File: src/hw/rtl/tts_pkg.sv
// Package for the task timer scheduler: table size, codes and the packed
// command, result and slot types used by the deadline unit and the top level.
// No dependencies.
package tts_pkg;

    localparam int MAX_TASKS = 8;
    localparam int IDX_W     = (MAX_TASKS > 1) ? $clog2(MAX_TASKS) : 1;
    localparam int CNT_W     = $clog2(MAX_TASKS + 1);

    typedef enum logic [1:0] {
        OP_ADD    = 2'd0,
        OP_REMOVE = 2'd1,
        OP_TICK   = 2'd2,
        OP_UPDATE = 2'd3
    } op_t;

    typedef enum logic [1:0] {
        KIND_STATUS = 2'd0,
        KIND_FIRED  = 2'd1,
        KIND_DONE   = 2'd2
    } kind_t;

    typedef enum logic [1:0] {
        STAT_OK        = 2'd0,
        STAT_FULL      = 2'd1,
        STAT_NOT_FOUND = 2'd2
    } status_t;

    typedef enum logic [1:0] {
        S_IDLE  = 2'd0,
        S_FIND  = 2'd1,
        S_SHIFT = 2'd2,
        S_TICK  = 2'd3
    } state_t;

    typedef struct packed {
        op_t         op;
        logic [7:0]  task_id;
        logic [31:0] now_time;
        logic [31:0] delay_ticks;
        logic        periodic;
        logic        halted;
    } cmd_t;

    typedef struct packed {
        kind_t       kind;
        status_t     status;
        logic [7:0]  fired_id;
        logic [3:0]  fired_count;
        logic        last;
    } result_t;

    typedef struct packed {
        logic [7:0]  id;
        logic [31:0] start;
        logic [31:0] delay;
        logic        periodic;
        logic        halted;
    } slot_t;

    typedef struct packed {
        logic             en;
        logic [IDX_W-1:0] addr;
        slot_t            data;
    } slot_wr_t;

endpackage

File: src/hw/rtl/tts_slot_file.sv
// Generic RAM: one write port and one registered read port.
// No dependencies.
module tts_slot_file #(
    parameter int WIDTH  = 8,
    parameter int DEPTH  = 8,
    parameter int ADDR_W = 3
)
(
    input  logic              clk,
    input  logic              wr_en,
    input  logic [ADDR_W-1:0] wr_addr,
    input  logic [WIDTH-1:0]  wr_data,
    input  logic [ADDR_W-1:0] rd_addr,
    output logic [WIDTH-1:0]  rd_data
);

    logic [WIDTH-1:0] mem_reg [DEPTH];
    logic [WIDTH-1:0] rd_data_reg;

    always_ff @(posedge clk)
    begin
        if (wr_en)
        begin
            mem_reg[wr_addr] <= wr_data;
        end
        rd_data_reg <= mem_reg[rd_addr];
    end

    assign rd_data = rd_data_reg;

endmodule

File: src/hw/rtl/tts_due_unit.sv
// Shared deadline unit: wrap-aware due test and the start time after firing.
// Depends on tts_pkg.
module tts_due_unit
    import tts_pkg::*;
(
    input  slot_t       slot,
    input  logic [31:0] now_time,
    output logic        due,
    output logic [31:0] new_start
);

    logic [31:0] next_time;
    logic        past_next;
    logic        before_start;

    always_comb
    begin
        next_time    = slot.start + slot.delay;
        past_next    = now_time >= next_time;
        before_start = now_time < slot.start;
        due          = ((next_time >= slot.start) && (past_next || before_start)) ||
                       (past_next && before_start);
        new_start    = slot.periodic ? next_time : now_time;
    end

endmodule

File: src/hw/rtl/task_timer_scheduler_top.sv
// Task timer scheduler top level: command sequencer, task table and the
// shared deadline unit. Depends on tts_pkg, tts_slot_file, tts_due_unit.
//
// A command is taken when start is high and busy is low. Every result shows
// on result for one cycle with strobe high and cannot be held off; the final
// result of a command has last set. The sequencer visits one table slot per
// cycle through the single read port and the shared deadline unit. A tick
// gives one fired item per due task that is not halted, in table order, then
// the tick-finished item. An update or a remove searches the table from slot
// 0 and answers not-found on a miss; after its match a remove shifts the
// later slots down by one place.
module task_timer_scheduler_top
    import tts_pkg::*;
(
    input  logic    clk,
    input  logic    rst_n,
    input  logic    start,
    output logic    busy,
    input  cmd_t    cmd,
    output logic    strobe,
    output result_t result
);

    state_t           state_reg, state_next;
    logic [CNT_W-1:0] count_reg, count_next;
    logic [CNT_W-1:0] idx_reg, idx_next;
    logic [3:0]       fired_reg, fired_next;
    logic             strobe_reg, strobe_next;
    result_t          result_reg, result_next;
    cmd_t             cmd_reg;

    slot_wr_t         wr;
    logic [IDX_W-1:0] rd_addr;
    slot_t            rd_data;
    logic [CNT_W-1:0] idx_plus;
    logic [CNT_W-1:0] rd_next_plus;
    logic             due;
    logic [31:0]      new_start;
    logic             accept;

    tts_slot_file #(
        .WIDTH  ($bits(slot_t)),
        .DEPTH  (MAX_TASKS),
        .ADDR_W (IDX_W)
    ) u_slots (
        .clk     (clk),
        .wr_en   (wr.en),
        .wr_addr (wr.addr),
        .wr_data (wr.data),
        .rd_addr (rd_addr),
        .rd_data (rd_data)
    );

    tts_due_unit u_due (
        .slot      (rd_data),
        .now_time  (cmd_reg.now_time),
        .due       (due),
        .new_start (new_start)
    );

    assign busy         = (state_reg != S_IDLE);
    assign accept       = start && !busy;
    assign idx_plus     = idx_reg + CNT_W'(1);
    assign rd_next_plus = idx_next + CNT_W'(1);
    assign rd_addr      = (state_next == S_SHIFT) ? rd_next_plus[IDX_W-1:0]
                                                  : idx_next[IDX_W-1:0];
    assign strobe       = strobe_reg;
    assign result       = result_reg;

    always_ff @(posedge clk or negedge rst_n)
    begin
        if (!rst_n)
        begin
            state_reg  <= S_IDLE;
            count_reg  <= '0;
            idx_reg    <= '0;
            fired_reg  <= '0;
            strobe_reg <= 1'b0;
        end
        else
        begin
            state_reg  <= state_next;
            count_reg  <= count_next;
            idx_reg    <= idx_next;
            fired_reg  <= fired_next;
            strobe_reg <= strobe_next;
        end
    end

    always_ff @(posedge clk)
    begin
        result_reg <= result_next;
        if (accept)
        begin
            cmd_reg <= cmd;
        end
    end

    always_comb
    begin
        state_next  = state_reg;
        count_next  = count_reg;
        idx_next    = idx_reg;
        fired_next  = fired_reg;
        strobe_next = 1'b0;
        result_next = result_reg;
        wr.en       = 1'b0;
        wr.addr     = idx_reg[IDX_W-1:0];
        wr.data     = rd_data;

        unique case (state_reg)
            S_IDLE:
            begin
                if (accept)
                begin
                    idx_next   = '0;
                    fired_next = '0;
                    unique case (cmd.op)
                        OP_ADD:
                        begin
                            strobe_next = 1'b1;
                            result_next = '{KIND_STATUS, STAT_OK, cmd.task_id, 4'd0, 1'b1};
                            if (count_reg >= CNT_W'(MAX_TASKS))
                            begin
                                result_next.status = STAT_FULL;
                            end
                            else
                            begin
                                wr.en      = 1'b1;
                                wr.addr    = count_reg[IDX_W-1:0];
                                wr.data    = '{cmd.task_id, cmd.now_time, cmd.delay_ticks,
                                               cmd.periodic, cmd.halted};
                                count_next = count_reg + CNT_W'(1);
                            end
                        end
                        OP_TICK:
                        begin
                            state_next = S_TICK;
                        end
                        default:
                        begin
                            state_next = S_FIND;
                        end
                    endcase
                end
            end
            S_FIND:
            begin
                if (idx_reg >= count_reg)
                begin
                    strobe_next = 1'b1;
                    result_next = '{KIND_STATUS, STAT_NOT_FOUND, cmd_reg.task_id, 4'd0, 1'b1};
                    state_next  = S_IDLE;
                end
                else if (rd_data.id == cmd_reg.task_id)
                begin
                    if (cmd_reg.op == OP_UPDATE)
                    begin
                        wr.en         = 1'b1;
                        wr.data.delay = cmd_reg.delay_ticks;
                        wr.data.halted = cmd_reg.halted;
                        strobe_next   = 1'b1;
                        result_next   = '{KIND_STATUS, STAT_OK, cmd_reg.task_id, 4'd0, 1'b1};
                        state_next    = S_IDLE;
                    end
                    else
                    begin
                        state_next = S_SHIFT;
                    end
                end
                else
                begin
                    idx_next = idx_plus;
                end
            end
            S_SHIFT:
            begin
                if (idx_plus < count_reg)
                begin
                    wr.en    = 1'b1;
                    idx_next = idx_plus;
                end
                else
                begin
                    count_next  = count_reg - CNT_W'(1);
                    strobe_next = 1'b1;
                    result_next = '{KIND_STATUS, STAT_OK, cmd_reg.task_id, 4'd0, 1'b1};
                    state_next  = S_IDLE;
                end
            end
            S_TICK:
            begin
                if (idx_reg >= count_reg)
                begin
                    strobe_next = 1'b1;
                    result_next = '{KIND_DONE, STAT_OK, 8'd0, fired_reg, 1'b1};
                    state_next  = S_IDLE;
                end
                else
                begin
                    idx_next = idx_plus;
                    if (!rd_data.halted && due)
                    begin
                        wr.en         = 1'b1;
                        wr.data.start = new_start;
                        fired_next    = fired_reg + 4'd1;
                        strobe_next   = 1'b1;
                        result_next   = '{KIND_FIRED, STAT_OK, rd_data.id, 4'd0, 1'b0};
                    end
                end
            end
            default:
            begin
                state_next = S_IDLE;
            end
        endcase
    end

`ifndef NO_ASSERTIONS
    a_idle_strobe_last: assert property (@(posedge clk) disable iff (!rst_n)
        (!busy && strobe) |-> result.last)
        else $error("result while idle is not the final one");

    a_count_bound: assert property (@(posedge clk) disable iff (!rst_n)
        count_reg <= CNT_W'(MAX_TASKS))
        else $error("task count above table size");

    a_add_reply: assert property (@(posedge clk) disable iff (!rst_n)
        (accept && cmd.op == OP_ADD) |=> (strobe && result.last && !busy))
        else $error("add did not reply in one cycle");

    a_fired_busy: assert property (@(posedge clk) disable iff (!rst_n)
        (strobe && result.kind == KIND_FIRED) |-> (busy && !result.last))
        else $error("fired item outside a tick scan");
`endif

endmodule

File: config.mk
export PLATFORM = sky130hd
export DESIGN_NAME = task_timer_scheduler_top
export DESIGN_NICKNAME = d
export VERILOG_FILES = /design/src/hw/rtl/tts_pkg.sv /design/src/hw/rtl/tts_slot_file.sv /design/src/hw/rtl/tts_due_unit.sv /design/src/hw/rtl/task_timer_scheduler_top.sv
export SDC_FILE = /design/constraint.sdc
export NUM_CORES = 1
export LEC_CHECK = 0
export ABC_AREA = 1
export ABC_CLOCK_PERIOD_IN_PS = 10700
export BUFFER_PORTS_ARGS = -buffer_cell sky130_fd_sc_hd__buf_2
export CAP_MARGIN = 20
export CORE_UTILIZATION = 45
export DETAILED_ROUTE_END_ITERATION = 8
export HOLD_SLACK_MARGIN = 0.1
export PLACE_DENSITY = 0.72
export SLEW_MARGIN = 0
export SYNTH_ARGS = -nofsm -noshare
export SYNTH_HDL_FRONTEND = slang
export SYNTH_SLANG_ARGS = --single-unit
File: constraint.sdc
create_clock -name clk -period 10.7 [get_ports clk]
set_input_delay 2.14 -clock clk [delete_from_list [all_inputs] [get_ports clk]]
set_output_delay 2.14 -clock clk [all_outputs]
set_load 0.01 [all_outputs]
* Word-level counts from Yosys, hierarchy flattened *
Memory sizes are Yosys's and may differ from the RTL's. A register that Yosys moved wholly into a read port is not among the register bits.
Cells that the tools add are included.
W data, S select, Z words.

word-level totals
  bits in registers = 107
  latch bits = 0
  RAM bits = 592
  memory bits (read-only) = 0
  input port bits = 79
  output and inout bits = 19
  word-level logic and storage cells = 126
  memories kept = 1

cells by class
  add/subtract/negate cells = 6
  multipliers = 0
  div/mod/pow operators = 0
  $lt $le $gt $ge = 6
  equality and inequality tests = 16
  shift operators = 0
  multiplexer cells = 66
  bitwise operators = 0
  reduce and logical (&&, ||, !) cells = 16

memory list
  name             words  bits a word  read ports  clocked after memory_dff  write ports  RTL line             source
  u_slots.mem_reg  8      74           1           1                         1            tts_slot_file.sv:17  logic [WIDTH-1:0] mem_reg [DEPTH];

operator list
  cell                   count
  $mux W78               3
  $mux W32               6
  $mux W17               8
  $pmux W32 S2           2
  $pmux W17 S4           1
  $ge A32 B32 Y1         2
  $mux W4                12
  $add A32 B32 Y32       1
  $lt A32 B32 Y1         1
  $mux W1                18
  $pmux W4 S2            2
  $pmux W4 S4            1
  $add A4 B1 Y4 const B  3
  $mux W2                6
  $mux W11               1
  $eq A2 B2 Y1 const B   5
  $ne A2 B2 Y1 const B   5
  $ne A3 B3 Y1 const B   3
  $eq A8 B8 Y1           1
  $pmux W1 S4            2
  $pmux W2 S4            1
  $reduce_and A6 Y1      1
  $reduce_bool A2 Y1     3
  $reduce_and A5 Y1      1
  15 further kinds       21

* Longest topological paths before layout *
  depth after elaboration = 11
  depth in mapped cells = 30
  mapped depth without buffers = 30

* Hierarchy *
A second synthesis with hierarchy kept.

second synthesis, totals
  cells, all modules = 4155
  area total of the unflattened synthesis = 38393.1 um^2

modules (own cells, without submodules)
  module                    instances  cells each  area an instance (um^2)  seq. area each (um^2)
  tts_slot_file             1          2650        27299.9                  19258.5
  task_timer_scheduler_top  1          812         6801.5                   3138.0
  tts_due_unit              1          693         4291.6                   0.0

* Worst setup path after synthesis *
No wires, ideal clock.

  path type = input-to-reg
  start = input start
  end = memory u_slots.mem_reg[0][0] (netlist name), enable pin
  library setup time = 0.531 ns
  arrival time = 8.474 ns
  required time = 10.169 ns
  setup slack = 1.695 ns
  stages = 11
  buffers on the path = 1
  cell sequence = nand2_1 -> inv_1 -> nand2_1 -> nor2_1 -> inv_1 -> clkbuf_1 -> o21ai_0 -> inv_1 -> nor2_1 -> nand2_1 -> a21oi_1

on the way
  cells in the longest elaborated chain, start to end = 5
  elaborated cells between the ends (all ways) = 6
  those cells by class = 5 x mux; 1 x reduce/logical

RTL lines
  what                           RTL line                         source
  start, declared                task_timer_scheduler_top.sv:17   input logic start,
  $logic_and A1 B1 Y1 (*)        task_timer_scheduler_top.sv:62   assign accept = start && !busy;
  named net accept               task_timer_scheduler_top.sv:39   logic accept;
  $mux W78 (*)                   task_timer_scheduler_top.sv:114  if (accept)
  $pmux W1 S4                    task_timer_scheduler_top.sv:111  unique case (state_reg)
  $mux W1                        tts_slot_file.sv:22              if (wr_en)
  $mux W1 (implied by the code)  tts_slot_file.sv:24              mem_reg[wr_addr] <= wr_data;
  end, declared                  tts_slot_file.sv:17

Mark *: on every way through the listed nets, which the timed path passes. The rest lies on a longest branch.

* Worst setup path after layout *
  start = register u_slots.rd_data_reg[34] (netlist: u_slots.rd_data[34]), read port of u_slots.mem_reg
  end = memory u_slots.mem_reg[2][41] (netlist name), enable pin

on the way
  cells in the longest elaborated chain, start to end = 11
  elaborated cells between the ends (all ways) = 14
  those cells by class = 1 x add/sub; 3 x order compare; 5 x mux; 5 x reduce/logical

RTL lines
  what                               RTL line                         source
  start, declared                    tts_slot_file.sv:18              logic [WIDTH-1:0] rd_data_reg;
  $add A32 B32 Y32                   tts_due_unit.sv:18               next_time = slot.start + slot.delay;
  $ge A32 B32 Y1                     tts_due_unit.sv:19               past_next = now_time >= next_time;
  $logic_or A1 B1 Y1                 tts_due_unit.sv:21               due = ((next_time >= slot.start) && (past_next || before_start)) ||
  $logic_and A1 B1 Y1                tts_due_unit.sv:21
  $logic_or A1 B1 Y1 (*)             tts_due_unit.sv:21
  $logic_and A1 B1 Y1 (*)            task_timer_scheduler_top.sv:202  if (!rd_data.halted && due)
  $mux W1 (*)                        task_timer_scheduler_top.sv:202
  $mux W1 (*)                        task_timer_scheduler_top.sv:193  if (idx_reg >= count_reg)
  $pmux W1 S4 (*)                    task_timer_scheduler_top.sv:111
  $mux W1 (*)                        tts_slot_file.sv:22
  $mux W1 (implied by the code) (*)  tts_slot_file.sv:24

Mark *: on every way between the ends. The rest lies on a longest branch, timed or not.

==> run summary <==
status: completed
vias in the first global route: 29340
All-Layer GR Usage: 25.06%
fmax: 146.8 MHz
first drt pass iteration count: 7
final hold violation count: 0
reg-to-reg critical path startpoint: u_slots.rd_data[34]
CP bufs+invs: 4
post-route clock skew: 0.03064 ns
minimum clock period: 6.811 ns
Post-CTS Resized: 0
routed via count: 30670
Worst Tran Pin Value: 1.129 ns
routability cong.: 0.9475
startpoint class of the critical path: register
Post-Synthesis Cells: 4425
Final Cycle Share: 63.65%
#FFs+latches synth: 773
Crit. Startpoint: u_slots.rd_data[34]
H-tree levels: 3
post-route ant nets: 0
Root Buffer: clkbuf_16
Mean Syn Cell Area: 8.951 sq um
CP Class: register to register
Initial DRC Count: 3250
DRC viols: 0
# setup viols final: 0
required time of the critical path: 10.95 ns
die width: 298.7 um
vias per cell: 5.415
clk sinks: 773
CTS tree: built
Critical Path AT: 7.06 ns
largest net degree at the start of global routing: 139
WL final: 111500 um
Synth Flop Type: edfxtp_1
CP most frequent cell: nand2_1
post-detailed-route wirelength per cell: 19.70 um
worst rel slew slack: 24.75%
max reg flops: 592
worst skew pair latency: 0.65 ns
CTS max path bufs: 3
Post-CTS Setup Repair Bufs: 0
most common cell after layout, fill and taps aside: nand2_1
synth unique cells: 49
Congestion Overflow GR: 0
most frequent cells in the layout: nand2_1 (1020), inv_1 (847), nand3_1 (774), edfxtp_1 (684), a21oi_1 (161)
Nets: 4660
Seq/Total Area, Yosys: 56.55%
unrepaired setup endpoints after global routing: no
Die Area: 89210 sq um
layout cells sized above 1: 7.301%
initial antenna violation count: 7
clock slew at reported path FFs: 0.06 ns
Post-synth EDFFs: 684
CP max-delay cell: a21oi_4
area grow syn2layout: 10.75%
Synth warnings: 0
number of placed I/O pins: 98
setup_tns: 0 ns
Async SR Flop Fraction: 1.940%
max-slew violation count: 0
CP peak stage delay: 1.00 ns
Starting Density: 45.51%
CP max FO: 49
min-delay src: fired_reg[3]
Chip Height: 298.7 um
CTS Buf Count: 82
core area: 87020 sq um
hold_buf cts: 0
std cell rows: 108
post-DP HPWL: 69920 um
Post-Syn Nets: 4648
IO buf count: 97
# Max-Cap Violations: 0
Critical Path End Type: register
CP top delay family: simple AND/OR/NAND/NOR gates
Hold WC Path Type: register to register
Post-Synthesis Cell Area: 39610 sq um
first-pass GRT wire length: 172400 um
logic make-up after synthesis:
kind of cell               count (synthesis)  synth area share [%]
muxes                                      1               0.02527
and+or+nand+nor                         2014                 22.11
buffers and inverters                   1075                 10.65
AOI/OAI and AO/OA                        397                 5.601
adders and majority gates                144                 4.587
DFF                                      773                 56.55
xor gates and xnor gates                  21                0.4833
Yosys cell counts, drive strengths merged (5+ instances only):
| cell type | count | area, sq um |
|---|---|---|
| o21bai | 6 | 45.04 |
| a221oi | 8 | 70.07 |
| o21ai | 148 | 755.7 |
| nand3 | 779 | 3919 |
| o21a | 5 | 37.54 |
| dfxtp | 74 | 1481 |
| nor2 | 139 | 521.8 |
| buf | 130 | 669.4 |
| xnor2 | 9 | 86.34 |
| dfrtp | 15 | 375.4 |
| ha | 142 | 1777 |
| a21oi | 170 | 854.6 |
| edfxtp | 684 | 20540 |
| or2 | 14 | 87.58 |
| nor3 | 7 | 35.03 |
| inv | 857 | 3217 |
| clkbuf | 86 | 322.8 |
| o211ai | 52 | 390.4 |
| nand2 | 1026 | 3866 |
| xor2 | 12 | 105.1 |
| nand4 | 41 | 277.8 |
cell type report:
type | count | area [sq um]
fill | 7754 | 43160
antenna | 2 | 5.005
multi-input combinational | 2577 | 13170
sequential | 773 | 22400
timing repair buffer | 144 | 870.8
inverter | 859 | 3228
tap | 1155 | 1445
clock buffer | 109 | 2276
clock inverter | 44 | 470.5
per-stage QoR:
step                      utilization, %  worst slack, ns  instance area, sq um  instances  hold WS (ns)
after floorplan                        -            1.695                 39610       4425        0.4830
after global placement             47.21            3.865                 41090       5507        0.5295
after detailed placement           47.21            3.758                 41090       5507        0.5466
after CTS                          50.37            3.910                 43830       5660        0.5628
after global routing               50.40            3.424                 43860       5661        0.6013
final                              50.41            3.889                 43870       5663        0.5673
worst min-delay path, delay by kind of cell (launching register included):
family	cells	cell delay (ns)
flops	1	0.38
simple gates	2	0.16
worst paths after layout:
| path | cells after the start | end | slack (ns) |
|---|---|---|---|
| worst min-delay path | 2 | fired_reg[3] | 0.57 |
| max in group asynchronous | 1 | fired_reg[1] | 9.02 |
| worst max register to register | 28 | u_slots.mem_reg[2][41] | 3.89 |
| worst min register to register | 2 | fired_reg[3] | 0.57 |
| worst max-delay path | 28 | u_slots.mem_reg[2][41] | 3.89 |
| min in group asynchronous | 1 | count_reg[0] | 1.41 |
metal layers:
metal | routed length (um) | vias to the layer above | global-route usage [%] | share of wire, %
li1 | - | 14540 | - | -
met4 | 4423 | 6 | 9.719 | 4.0
met3 | 9218 | 215 | 4.326 | 8.3
met2 | 52530 | 1355 | 41.57 | 47
met5 | 40 | - | 0 | 0.036
met1 | 45320 | 14550 | 32.70 | 41
Power is not shown: default switching activity piles up to over one toggle a cycle in this logic, so the estimate is an artifact.
